<file path="src/rtl/core/pidtaw_pkg.sv">
// Package for the trapezoidal PID controller with back-calculation anti-windup.
// Holds register codes, reset values, sequencer types and default parameters.
// No dependencies.
package pidtaw_pkg;

    // Default parameters
    localparam int DATA_WIDTH_DEF = 32;
    localparam int FRAC_BITS_DEF  = 16;

    // Configuration port
    localparam int CFG_IDX_W  = 3;
    localparam int CFG_DATA_W = 32;

    localparam logic [CFG_IDX_W-1:0] CFG_GAIN_P    = 3'd0;
    localparam logic [CFG_IDX_W-1:0] CFG_GAIN_I    = 3'd1;
    localparam logic [CFG_IDX_W-1:0] CFG_GAIN_D    = 3'd2;
    localparam logic [CFG_IDX_W-1:0] CFG_GAIN_AW   = 3'd3;
    localparam logic [CFG_IDX_W-1:0] CFG_OUT_LIMIT = 3'd4;
    localparam logic [CFG_IDX_W-1:0] CFG_STEP_TIME = 3'd5;
    localparam logic [CFG_IDX_W-1:0] CFG_STEP_RATE = 3'd6;

    // Register reset values
    localparam logic signed [31:0] GAIN_P_RST    = 32'sd65536;
    localparam logic signed [31:0] GAIN_I_RST    = 32'sd32768;
    localparam logic signed [31:0] GAIN_D_RST    = 32'sd3277;
    localparam logic signed [31:0] GAIN_AW_RST   = 32'sd6554;
    localparam logic [30:0]        OUT_LIMIT_RST = 31'd786432;
    localparam logic [31:0]        STEP_TIME_RST = 32'd4294967;
    localparam logic [30:0]        STEP_RATE_RST = 31'd65536000;

    // Sequencer states
    typedef enum logic [2:0] {
        ST_IDLE,
        ST_MUL,
        ST_DRAIN,
        ST_ADD,
        ST_CLAMP,
        ST_DONE
    } state_t;

    // Multiplier operations, issued in this order
    typedef enum logic [2:0] {
        OP_KIDT,
        OP_P,
        OP_TRAP,
        OP_DK,
        OP_AW,
        OP_D
    } mul_op_t;

    // Adder operations, issued in this order
    typedef enum logic [1:0] {
        ADD_TRAP,
        ADD_AW,
        ADD_P,
        ADD_D
    } add_op_t;

endpackage

</file>
<file path="src/rtl/core/pid_trapezoid_antiwindup_unit.sv">
// Top level of the trapezoidal PID controller with back-calculation anti-windup.
// One shared magnitude multiplier and one shared saturating adder under a sequencer.
// Depends on pidtaw_pkg.
//
//  channel   direction  handshake              payload
//  --------  ---------  ---------------------  ---------------------------------
//  s_        in         s_valid / s_ready      s_err_sample   (signed Q16.16)
//  m_        out        m_valid / m_ready      m_drive, m_saturated
//  cfg_      in         cfg_valid / cfg_ready  cfg_index, cfg_data
//
// Each request passes in order through six multiplies in the single 32x33 multiplier, a
// drain step, four passes through the saturating adder, a clamp and a final state that
// loads the result register. s_ready rises again in the cycle after the result is loaded,
// so a new request enters only after the last one is through. The final state holds
// while an earlier result still waits in the output register.
// aresetn is synchronous, active low; it restores register defaults and zeroes the
// integral, previous error and excess. cfg_ready is always high.
module pid_trapezoid_antiwindup_unit #(
    parameter int DATA_WIDTH = pidtaw_pkg::DATA_WIDTH_DEF,
    parameter int FRAC_BITS  = pidtaw_pkg::FRAC_BITS_DEF
) (
    input  logic                                aclk,
    input  logic                                aresetn,
    // error sample channel
    input  logic                                s_valid,
    output logic                                s_ready,
    input  logic signed [31:0]                  s_err_sample,
    // drive channel
    output logic                                m_valid,
    input  logic                                m_ready,
    output logic signed [31:0]                  m_drive,
    output logic                                m_saturated,
    // configuration write channel
    input  logic                                cfg_valid,
    output logic                                cfg_ready,
    input  logic [pidtaw_pkg::CFG_IDX_W-1:0]    cfg_index,
    input  logic [pidtaw_pkg::CFG_DATA_W-1:0]   cfg_data
);

    // Saturation width: the data width, capped at 32 bits.
    localparam int SAT_W   = (DATA_WIDTH > 32) ? 32 : DATA_WIDTH;
    localparam int PROD_W  = 65;
    localparam int SH_Q    = FRAC_BITS;
    localparam int SH_HALF = FRAC_BITS + 1;
    localparam int SH_KIDT = 32;
    localparam logic [PROD_W-1:0] MAG_MAX = PROD_W'((PROD_W'(1) << (SAT_W - 1)) - 1);
    localparam logic [PROD_W-1:0] MAG_MIN = PROD_W'(PROD_W'(1) << (SAT_W - 1));
    localparam logic signed [SAT_W-1:0] SAT_HI = {1'b0, {(SAT_W-1){1'b1}}};
    localparam logic signed [SAT_W-1:0] SAT_LO = {1'b1, {(SAT_W-1){1'b0}}};

    // ------------------------------------------------------------------
    // Saturating add/subtract on SAT_W-bit values
    // ------------------------------------------------------------------
    function automatic logic signed [SAT_W-1:0] sat_add(
        input logic signed [SAT_W-1:0] a,
        input logic signed [SAT_W-1:0] b,
        input logic                    sub
    );
        logic signed [SAT_W:0] s;
        s = sub ? ((SAT_W+1)'(a) - (SAT_W+1)'(b)) : ((SAT_W+1)'(a) + (SAT_W+1)'(b));
        if (s[SAT_W] != s[SAT_W-1]) begin
            return s[SAT_W] ? SAT_LO : SAT_HI;
        end
        return s[SAT_W-1:0];
    endfunction

    // ------------------------------------------------------------------
    // Configuration registers
    // ------------------------------------------------------------------
    logic signed [31:0] gain_p_reg, gain_i_reg, gain_d_reg, gain_aw_reg;
    logic [30:0]        out_limit_reg;
    logic [31:0]        step_time_reg;
    logic [30:0]        step_rate_reg;

    assign cfg_ready = 1'b1;

    always_ff @(posedge aclk) begin
        if (!aresetn) begin
            gain_p_reg    <= pidtaw_pkg::GAIN_P_RST;
            gain_i_reg    <= pidtaw_pkg::GAIN_I_RST;
            gain_d_reg    <= pidtaw_pkg::GAIN_D_RST;
            gain_aw_reg   <= pidtaw_pkg::GAIN_AW_RST;
            out_limit_reg <= pidtaw_pkg::OUT_LIMIT_RST;
            step_time_reg <= pidtaw_pkg::STEP_TIME_RST;
            step_rate_reg <= pidtaw_pkg::STEP_RATE_RST;
        end else if (cfg_valid && cfg_ready) begin
            case (cfg_index)
                pidtaw_pkg::CFG_GAIN_P:    gain_p_reg    <= signed'(cfg_data);
                pidtaw_pkg::CFG_GAIN_I:    gain_i_reg    <= signed'(cfg_data);
                pidtaw_pkg::CFG_GAIN_D:    gain_d_reg    <= signed'(cfg_data);
                pidtaw_pkg::CFG_GAIN_AW:   gain_aw_reg   <= signed'(cfg_data);
                pidtaw_pkg::CFG_OUT_LIMIT: out_limit_reg <= cfg_data[30:0];
                pidtaw_pkg::CFG_STEP_TIME: step_time_reg <= cfg_data;
                pidtaw_pkg::CFG_STEP_RATE: step_rate_reg <= cfg_data[30:0];
                default: ; // drop writes beyond the register list
            endcase
        end
    end

    // ------------------------------------------------------------------
    // Sequencer
    // ------------------------------------------------------------------
    pidtaw_pkg::state_t  state_reg, state_next;
    pidtaw_pkg::mul_op_t op_reg, op_next;
    pidtaw_pkg::add_op_t add_op_reg, add_op_next;
    pidtaw_pkg::mul_op_t prod_op_reg;
    logic                prod_vld_reg;

    logic s_fire, out_free;
    assign s_fire   = s_valid && s_ready;
    assign out_free = !m_valid || m_ready;

    always_comb begin
        state_next = state_reg;
        case (state_reg)
            pidtaw_pkg::ST_IDLE:  if (s_valid) state_next = pidtaw_pkg::ST_MUL;
            pidtaw_pkg::ST_MUL:   if (op_reg == pidtaw_pkg::OP_D) state_next = pidtaw_pkg::ST_DRAIN;
            pidtaw_pkg::ST_DRAIN: state_next = pidtaw_pkg::ST_ADD;
            pidtaw_pkg::ST_ADD:   if (add_op_reg == pidtaw_pkg::ADD_D) state_next = pidtaw_pkg::ST_CLAMP;
            pidtaw_pkg::ST_CLAMP: state_next = pidtaw_pkg::ST_DONE;
            pidtaw_pkg::ST_DONE:  if (out_free) state_next = pidtaw_pkg::ST_IDLE;
            default:              state_next = pidtaw_pkg::ST_IDLE;
        endcase
    end

    // Control decode
    logic issue_mul, finish;
    always_comb begin
        s_ready     = 1'b0;
        issue_mul   = 1'b0;
        finish      = 1'b0;
        op_next     = op_reg;
        add_op_next = add_op_reg;
        case (state_reg)
            pidtaw_pkg::ST_IDLE: begin
                s_ready = 1'b1;
                op_next = pidtaw_pkg::OP_KIDT;
            end
            pidtaw_pkg::ST_MUL: begin
                issue_mul = 1'b1;
                case (op_reg)
                    pidtaw_pkg::OP_KIDT: op_next = pidtaw_pkg::OP_P;
                    pidtaw_pkg::OP_P:    op_next = pidtaw_pkg::OP_TRAP;
                    pidtaw_pkg::OP_TRAP: op_next = pidtaw_pkg::OP_DK;
                    pidtaw_pkg::OP_DK:   op_next = pidtaw_pkg::OP_AW;
                    pidtaw_pkg::OP_AW:   op_next = pidtaw_pkg::OP_D;
                    default:             op_next = pidtaw_pkg::OP_D;
                endcase
            end
            pidtaw_pkg::ST_DRAIN: add_op_next = pidtaw_pkg::ADD_TRAP;
            pidtaw_pkg::ST_ADD: begin
                case (add_op_reg)
                    pidtaw_pkg::ADD_TRAP: add_op_next = pidtaw_pkg::ADD_AW;
                    pidtaw_pkg::ADD_AW:   add_op_next = pidtaw_pkg::ADD_P;
                    default:              add_op_next = pidtaw_pkg::ADD_D;
                endcase
            end
            pidtaw_pkg::ST_DONE: finish = out_free;
            default: ;
        endcase
    end

    always_ff @(posedge aclk) begin
        if (!aresetn) begin
            state_reg    <= pidtaw_pkg::ST_IDLE;
            op_reg       <= pidtaw_pkg::OP_KIDT;
            add_op_reg   <= pidtaw_pkg::ADD_TRAP;
            prod_vld_reg <= 1'b0;
        end else begin
            state_reg    <= state_next;
            op_reg       <= op_next;
            add_op_reg   <= add_op_next;
            prod_vld_reg <= issue_mul;
        end
    end

    // ------------------------------------------------------------------
    // Shared multiplier: sign-magnitude, product registered
    // ------------------------------------------------------------------
    logic signed [31:0]        err_reg;
    logic signed [31:0]        last_err_reg;
    logic signed [SAT_W-1:0]   integ_acc_reg, excess_reg;
    logic signed [SAT_W-1:0]   kidt_reg, p_reg, trap_reg, dk_reg, aw_reg, d_reg;
    logic signed [SAT_W-1:0]   run_reg, clamped_reg;
    logic                      sat_flag_reg;
    logic [PROD_W-1:0]         prod_reg;
    logic                      prod_neg_reg;

    logic signed [31:0] mul_a;
    logic signed [33:0] mul_b;
    logic [31:0]        a_mag;
    logic [32:0]        b_mag;

    always_comb begin
        case (op_reg)
            pidtaw_pkg::OP_KIDT: begin
                mul_a = gain_i_reg;
                mul_b = signed'({2'b00, step_time_reg});
            end
            pidtaw_pkg::OP_P: begin
                mul_a = gain_p_reg;
                mul_b = 34'(err_reg);
            end
            pidtaw_pkg::OP_TRAP: begin
                mul_a = 32'(kidt_reg);
                mul_b = 34'(err_reg) + 34'(last_err_reg);
            end
            pidtaw_pkg::OP_DK: begin
                mul_a = gain_d_reg;
                mul_b = 34'(err_reg) - 34'(last_err_reg);
            end
            pidtaw_pkg::OP_AW: begin
                mul_a = gain_aw_reg;
                mul_b = 34'(excess_reg);
            end
            default: begin
                mul_a = 32'(dk_reg);
                mul_b = signed'({3'b000, step_rate_reg});
            end
        endcase
        a_mag = mul_a[31] ? 32'(-mul_a) : 32'(mul_a);
        b_mag = mul_b[33] ? 33'(-mul_b) : 33'(mul_b);
    end

    always_ff @(posedge aclk) begin
        if (issue_mul) begin
            prod_reg     <= PROD_W'(a_mag) * PROD_W'(b_mag);
            prod_neg_reg <= mul_a[31] ^ mul_b[33];
            prod_op_reg  <= op_reg;
        end
    end

    // Truncate the magnitude, restore the sign, saturate.
    logic [PROD_W-1:0]       q_mag;
    logic [SAT_W-1:0]        q_lo;
    logic signed [SAT_W-1:0] term;

    always_comb begin
        case (prod_op_reg)
            pidtaw_pkg::OP_KIDT: q_mag = prod_reg >> SH_KIDT;
            pidtaw_pkg::OP_TRAP: q_mag = prod_reg >> SH_HALF;
            default:             q_mag = prod_reg >> SH_Q;
        endcase
        q_lo = q_mag[SAT_W-1:0];
        if (prod_neg_reg) begin
            term = (q_mag > MAG_MIN) ? SAT_LO : signed'(-q_lo);
        end else begin
            term = (q_mag > MAG_MAX) ? SAT_HI : signed'(q_lo);
        end
    end

    always_ff @(posedge aclk) begin
        if (prod_vld_reg) begin
            case (prod_op_reg)
                pidtaw_pkg::OP_KIDT: kidt_reg <= term;
                pidtaw_pkg::OP_P:    p_reg    <= term;
                pidtaw_pkg::OP_TRAP: trap_reg <= term;
                pidtaw_pkg::OP_DK:   dk_reg   <= term;
                pidtaw_pkg::OP_AW:   aw_reg   <= term;
                default:             d_reg    <= term;
            endcase
        end
    end

    // ------------------------------------------------------------------
    // Shared saturating adder
    //   integ = (integ_acc + trap) - aw ; sum = (integ + p) + d ;
    //   excess = sum - clamped
    // ------------------------------------------------------------------
    logic signed [SAT_W-1:0] add_a, add_b, add_res;
    logic                    add_sub;

    always_comb begin
        add_a   = run_reg;
        add_b   = d_reg;
        add_sub = 1'b0;
        if (state_reg == pidtaw_pkg::ST_DONE) begin
            add_b   = clamped_reg;
            add_sub = 1'b1;
        end else begin
            case (add_op_reg)
                pidtaw_pkg::ADD_TRAP: begin
                    add_a = integ_acc_reg;
                    add_b = trap_reg;
                end
                pidtaw_pkg::ADD_AW: begin
                    add_b   = aw_reg;
                    add_sub = 1'b1;
                end
                pidtaw_pkg::ADD_P: add_b = p_reg;
                default:           add_b = d_reg;
            endcase
        end
        add_res = sat_add(add_a, add_b, add_sub);
    end

    // Clamp to the symmetric limit
    logic signed [32:0]      lim_x, sum_x;
    logic signed [SAT_W-1:0] clamp_val;
    logic                    clamp_hit;

    always_comb begin
        lim_x = signed'({2'b00, out_limit_reg});
        sum_x = 33'(run_reg);
        clamp_hit = 1'b1;
        if (sum_x > lim_x) begin
            clamp_val = SAT_W'(lim_x);
        end else if (sum_x < -lim_x) begin
            clamp_val = SAT_W'(-lim_x);
        end else begin
            clamp_val = run_reg;
            clamp_hit = 1'b0;
        end
    end

    // Payload registers of the working item
    logic signed [SAT_W-1:0] integ_reg;

    always_ff @(posedge aclk) begin
        if (s_fire) begin
            err_reg <= s_err_sample;
        end
        if (state_reg == pidtaw_pkg::ST_ADD) begin
            run_reg <= add_res;
            if (add_op_reg == pidtaw_pkg::ADD_AW) begin
                integ_reg <= add_res;
            end
        end
        if (state_reg == pidtaw_pkg::ST_CLAMP) begin
            clamped_reg  <= clamp_val;
            sat_flag_reg <= clamp_hit;
        end
    end

    // Controller state: advance only when the result is committed
    always_ff @(posedge aclk) begin
        if (!aresetn) begin
            integ_acc_reg <= '0;
            last_err_reg  <= '0;
            excess_reg    <= '0;
        end else if (finish) begin
            integ_acc_reg <= integ_reg;
            last_err_reg  <= err_reg;
            excess_reg    <= add_res;
        end
    end

    // ------------------------------------------------------------------
    // Output register: holds the result until taken
    // ------------------------------------------------------------------
    logic                m_valid_reg;
    logic signed [31:0]  m_drive_reg;
    logic                m_saturated_reg;

    always_ff @(posedge aclk) begin
        if (!aresetn) begin
            m_valid_reg <= 1'b0;
        end else if (finish) begin
            m_valid_reg <= 1'b1;
        end else if (m_ready) begin
            m_valid_reg <= 1'b0;
        end
    end

    always_ff @(posedge aclk) begin
        if (finish) begin
            m_drive_reg     <= 32'(clamped_reg);
            m_saturated_reg <= sat_flag_reg;
        end
    end

    assign m_valid     = m_valid_reg;
    assign m_drive     = m_drive_reg;
    assign m_saturated = m_saturated_reg;

endmodule
</file>
<file path="config.mk">
export PLATFORM = sky130hd
export DESIGN_NAME = pid_trapezoid_antiwindup_unit
export DESIGN_NICKNAME = d
export VERILOG_FILES = /design/src/rtl/core/pidtaw_pkg.sv /design/src/rtl/core/pid_trapezoid_antiwindup_unit.sv
export SDC_FILE = /design/constraint.sdc
export NUM_CORES = 2
export LEC_CHECK = 0
export BUFFER_PORTS_ARGS = -buffer_cell sky130_fd_sc_hd__buf_2
export CAP_MARGIN = 10
export CORE_UTILIZATION = 35
export CTS_CLUSTER_SIZE = 25
export DETAILED_ROUTE_END_ITERATION = 10
export HOLD_SLACK_MARGIN = 0.1
export PLACE_DENSITY = 0.48
export SYNTH_ARGS = -nofsm -noshare
export SYNTH_HDL_FRONTEND = slang
export SYNTH_SLANG_ARGS = --single-unit
</file>
<file path="constraint.sdc">
create_clock -name aclk -period 17.9 [get_ports aclk]
set_clock_uncertainty 0.15 [all_clocks]
set_input_delay 0.895 -clock aclk [delete_from_list [all_inputs] [get_ports aclk]]
set_output_delay 0.895 -clock aclk [all_outputs]
set_load 0.01 [all_outputs]
</file>
# Yosys cells after proc, flatten, opt, wreduce, memory -nomap -nowiden
# Cells that the tools add are included.
[classes]
multipliers = 1
n_addsub = 8
muxes = 36
bitwise_logic = 2
reduce_logical = 27
order_cmp = 4
eq_ne = 28
[ops]
columns = ["op", "count"]
rows = [
  ["two-way mux 32 bit", 11],
  ["one-hot mux 34 bit (5 select lines)", 1],
  ["one-hot mux 32 bit (5 select lines)", 1],
  ["one-hot mux 49 bit (2 select lines)", 1],
  ["one-hot mux 32 bit (3 select lines)", 1],
  ["adder 32 x 32 -> 33 bit", 2],
  ["two-way mux 33 bit", 2],
  ["subtractor 32 x 32 -> 33 bit", 2],
  ["> comparator 65 x 31 -> 1 bit (second input constant)", 1],
  ["> comparator 65 x 32 -> 1 bit (second input constant)", 1],
  ["multiplier 32 x 33 -> 65 bit", 1],
  ["negator 32 bit", 2],
  ["less-than comparator 32 x 33 -> 1 bit", 1],
  ["negator 31 -> 33 bit", 1],
  ["negator 33 bit", 1],
  ["> comparator 32 bit", 1],
  ["two-way mux 31 bit", 1],
  ["AND reduction 2 bit", 14],
  ["equality test 3 x 2 -> 1 bit (second input constant)", 8],
  ["equality test 3 bit (second input constant)", 8],
  ["one-hot mux 3 bit (6 select lines)", 1],
  ["equality test 3 x 1 -> 1 bit (second input constant)", 4],
  ["logical NOT 3 bit", 4],
  ["two-way mux 3 bit", 4],
  ["other kinds (17)", 32],
]
[totals]
input_bits = 72
regBits = 751
word_cells = 138
output_inout_bits = 36

# Longest topological paths before layout
[logic_depth]
depth_word = 8
mapped_depth = 52
mapped_depth_nobuf = 50

# Worst setup path after synthesis
# OpenSTA, ideal clock, no wires.
[synth_path]
path_type = "reg-to-reg"
from = "reg last_err_reg[8]"
to = "reg prod_reg[64] (data pin)"
required_time_ns = 17.489
period_less_slack_ns = 12.406
path_slack_ns = 5.494
path_stages_with_launch = 47
arrival_ns = 11.995
path_buffers = 2
setup_ns = 0.261
path_cell_list = "dfxtp_1 > or4_1 > or3_1 > nor3_1 > nand2_1 > or3_1 > nor3_1 > a21oi_1 > xnor2_1 > ha_1 > and3_1 > nand3_1 > o31ai_1 > xnor2_1 > a21o_1 > buf_1 > nand2_1 > xnor2_1 > (+11 left out) > inv_1 > fa_1 > inv_1 > fa_1 > ha_1 > nand2_1 > or3_1 > nor2_1 > nand4b_1 > nor3_1 > o311ai_1 > a2111oi_2 > nor3_1 > o21ai_2 > a41oi_2 > o21ai_2 > a41oi_1 > xnor2_1"
[synth_via]
elab_chain_len = 5
elab_cells_between_ends = 6
cone_classes = "add/sub: 3; mul: 1; mux: 2"
[synth_rtl]
columns = ["item", "line_no", "text"]
rows = [
  ["start: declaration", "pid_trapezoid_antiwindup_unit.sv:181", "logic signed [31:0] last_err_reg;"],
  ["start signal: assignment", "pid_trapezoid_antiwindup_unit.sv:343", "last_err_reg <= err_reg;"],
  ["subtractor 32 x 32 -> 33 bit / adder 32 x 32 -> 33 bit (equally long branches)", "pid_trapezoid_antiwindup_unit.sv:210, pid_trapezoid_antiwindup_unit.sv:206", ""],
  ["one-hot mux 34 bit (5 select lines) *", "pid_trapezoid_antiwindup_unit.sv:195", "case (op_reg)"],
  ["negator 33 bit", "pid_trapezoid_antiwindup_unit.sv:222", "b_mag = mul_b[33] ? 33'(-mul_b) : 33'(mul_b);"],
  ["two-way mux 33 bit *", "pid_trapezoid_antiwindup_unit.sv:222", ""],
  ["multiplier 32 x 33 -> 65 bit *", "pid_trapezoid_antiwindup_unit.sv:227", "prod_reg <= PROD_W'(a_mag) * PROD_W'(b_mag);"],
  ["end signal: assignment", "pid_trapezoid_antiwindup_unit.sv:227", ""],
  ["end: declaration", "pid_trapezoid_antiwindup_unit.sv:186", "logic [PROD_W-1:0] prod_reg;"],
]
# Every way passes the cells marked *; elsewhere a longest branch is shown, timed or not.
# A chain may end at the register's enable or synchronous reset.

# Final worst setup path
[layout_path]
from = "reg last_err_reg[2]"
to = "reg prod_reg[58] (data pin)"
# The elaborated chain is that of the path after synthesis.

==> results by stage <==
STA:
- The worst pin sits at a relative slew slack of 14.0%.
- The final-report max-slew violation count came to 0.
- The post-route minimum period is 15.24 ns.
- The measured slew at the worst slew-check pin is 1.28 ns.
- The final-layout setup total negative slack is 0 ns.
- Setup repair after global routing left no endpoint under its margin.
- The number of hold violations in the final report came to 0.
- The final-report setup violation count is 0.
- Static timing analysis puts the maximum clock frequency at 65.6 MHz.
- The tightest hold path in the finished design has a slack of 0.264 ns.
- The worst path uses 85.1% of the clock period.

Detailed routing:
- The detailed router placed 57376 vias in this run.
- After detailed routing, the average wire length per cell comes to 25.1 um.
- The number of nets with antenna violations after detailed routing is 0.
- The number of remaining DRC errors is 0.
- The first TritonRoute pass finished after 6 iterations.
- The final layout contains routed wiring with a total length of 267000 um.
- Dividing the detail-routed via count by the number of cells gives 5.41.
- The number of DRC violations after detailed-routing iteration 0 is 4816.

Floorplan:
- The die is 457 um tall.
- From left edge to right edge, the die measures 457 um.
- Once the floorplan was initialized, standard cells occupied 35.3% of the core.
- For this design the top-level I/O count stands at 108.
- After floorplanning, the core was sized to cover 205000 um2.
- The die area is 209000 um2.
- The row count is 166.

GRT:
- The total routing resource utilization after global routing is 25.3%.
- For this run, global-route usage on met1 was measured as 35.1%.
- The global-route wire length before repair is 391000 um.
- In the global route stage, met2 resource usage came out at 40.6%.
- The routing usage on met3 is 3.98%.
- The maximum number of pins on one net before global-route repair is 118.
- The global-route congestion overflow total is 0.
- The initial antenna violation count was 20.
- The number of global-route vias before repair is 57895.
- The global routing's busiest layer is met2.

Critical path:
- The endpoint kind of the worst setup timing path is a register.
- The largest incremental delay on the critical path is 0.81 ns.
- The beginning of the critical path is last_err_reg[2]$_SDFFE_PN0P_.
- The source of the worst register-to-register timing path is last_err_reg[2]$_SDFFE_PN0P_.
- For the worst setup path, the data required time is 18.15 ns.
- The slowest stage of the critical path belongs to the cell xnor2_2.
- In this run the worst path has a maximum fanout of 17.
- By instance count, the cell type seen most on the critical path is fa_1.
- The critical path startpoint category is a register.
- The arrival time at the worst endpoint is 15.49 ns.
- The path type of the worst setup path is reg2reg.

Clock tree:
- The clock root buffer is clkbuf_16.
- The maximum buffer depth of the clock tree is 3.
- The CTS sink count is 735.
- Counting the buffers created by CTS gives 86.
- The number of levels the H-tree was split into is 3.
- The number of buffers inserted by post-CTS setup repair is 0.
- Once the clock tree was built, the resizer swapped 0 gates to a different size.
- The count of hold buffers inserted by post-cts repair is 0.
- TritonCTS built the clock tree.
- Clock latency on the worst-skew pair, taken at its later pin, is 0.68 ns.
- The register clock-pin slew on the reported worst setup and hold paths is 0.06 ns.

Final layout:
- The most common cell after layout, fill and taps aside is nand2_1.
- The post-route netlist has 8.39% of its cells at a drive strength greater than 1.
- The register with the most flip-flops in the layout has 49 of them.
- The post-layout net count is 9244.
- Cells fill 39.0% of the core in the end.
- In the layout the commonest cells are 1228 x nand2_1, 1062 x inv_1, 927 x fa_1, 813 x nor2_1, 407 x edfxtp_1.
- The final design instance area without fill is 80000 um2.
- The area added between synthesis and finish is 10.2%.

Outcome:
- The flow ran to the end, and the final reports show no timing, DRC or antenna violations.

Power and ir drop:
- Of the total power, registers draw 21.7%.
- Summed over all nets, the switching power comes to 0.00477 W.
- The internal power of the cells totals 0.00507 W.
- The power per cell area is 123 nW/um2.
- The share of total power dissipated in the clock network is 18.5%.
- The worst IR drop on VDD is 0.187 mV.
- For this design the static power due to leakage is 34.2 nW.
- The total chip power is 0.00984 W.
- The part of the power in combinational logic is 59.8%.
- Net switching is 48.5% of the power.

Placement:
- Detailed placement finished with a half-perimeter wire length of 199000 um.
- The count of input and output buffers is 106.
- Summing all placed instances gives a cell area of 77100 um2.
- The final RePlAce weighted congestion is 0.910.

Logic synthesis:
- The number of different library cells used by synthesis comes to 91.
- For this run, asynchronously set or reset flops after synthesis account for 0%.
- In this run, synthesis inferred 407 flip-flops with an integrated enable.
- The number of nets produced by synthesis is 9298.
- The gate count of the mapped netlist is 7904.
- The mean cell area of the mapped netlist is 9.19 um2.
- The cell area after technology mapping is 72600 um2.
- The number of synthesis warnings is 0.
- Sequential cells were found to cover 25.9% of the synthesized design area.
- The commonest register cell after synthesis is edfxtp_1.
- After synthesis the netlist holds a flip-flop and latch count of 735.

Worst hold path:
- The launch point of the worst hold path is s_err_sample[30].
- The type of the most critical hold path is in2reg.

Run:
- Across the run, the number of max-cap violations was 0.
through the flow:
step | std cells | setup slack [ns]
detailed placement | 10449 | 3.07
global route | 10612 | 1.90
global placement | 10449 | 3.21
floorplan | 7904 | 5.49
CTS | 10611 | 3.01
finish | 10615 | 2.66
path summary, 6_finish.rpt:
kind	slack, ns	endpoint	cells after the start
setup / recovery	2.66	prod_reg[58]$_DFFE_PP_	47
hold / removal	0.26	err_reg[30]$_DFFE_PP_	1
setup reg to reg	2.66	prod_reg[58]$_DFFE_PP_	47
hold reg to reg	0.28	m_saturated$_DFFE_PP_	0
cell families after synthesis:
kind of cell / Yosys count / synth area share (%)
XOR/XNOR: 282 / 3.41
adder cells (fa/ha/maj): 1332 / 32.5
flip-flops: 735 / 25.9
buffers and inverters: 1479 / 7.72
other: 1 / 0.00516
multiplexers: 205 / 3.84
AO/OA/AOI/OAI: 1278 / 11.5
AND/OR/NAND/NOR: 2592 / 15.1
worst max-delay path, delay by kind of cell (launching register included):
family	cells	cell delay (ns)
AOI/OAI and AO/OA	14	4.49
xor gates and xnor gates	4	1.29
adders and majority gates	10	4.43
buffers and inverters	7	0.78
DFF	1	0.36
and+or+nand+nor	12	3.37
power by group through the flow:
stage | sequential, W | combinational (W) | clock, W
2_1_floorplan | 0.00211 | 0.00375 | 0
3_3_place_gp | 0.00217 | 0.00578 | 0
3_5_place_dp | 0.00217 | 0.00579 | 0
4_1_cts | 0.00214 | 0.00584 | 0.00185
5_1_grt | 0.00214 | 0.00641 | 0.00191
6_report | 0.00214 | 0.00588 | 0.00182
routing by layer:
metal / up-vias / wire (um)
met5: - / 41
met4: 6 / 8630
met3: 404 / 17700
met2: 1952 / 122000
met1: 29545 / 118000
li1: 25469 / -
cell type report:
type / count / area (um2)
fill: 20587 / 125000
antenna: 3 / 7.51
timing repair buffer: 273 / 1800
tap: 2688 / 3360
sequential: 735 / 18800
clock buffer: 115 / 2380
clock inverter: 47 / 534
inverter: 1064 / 4000
multi-input combinational: 5690 / 49100
synth_stat cells (all sizes together), types with 26 or more instances:
master	instances	share of area, %
a21boi	266	2.8
nand2b	82	0.71
a21oi	283	2.0
mux2i	112	1.6
nor2	825	4.3
o21a	39	0.40
mux4	54	1.7
buf	53	0.34
nand2	1232	6.4
xor2	112	1.4
mux2	39	0.60
xnor2	170	2.1
a21o	112	1.2
o31ai	26	0.27
nor3	64	0.45
and3	26	0.22
dfxtp	328	9.0
o21bai	37	0.38
a22oi	35	0.36
ha	395	6.8
nand3	100	0.69
edfxtp	407	17
clkbuf	362	1.9
nor2b	42	0.36
fa	927	26
a31oi	28	0.24
and2	43	0.37
nand4	51	0.44
o21ai	290	2.0
inv	1064	5.5
Note: power is estimated with default switching activity, not from simulation.
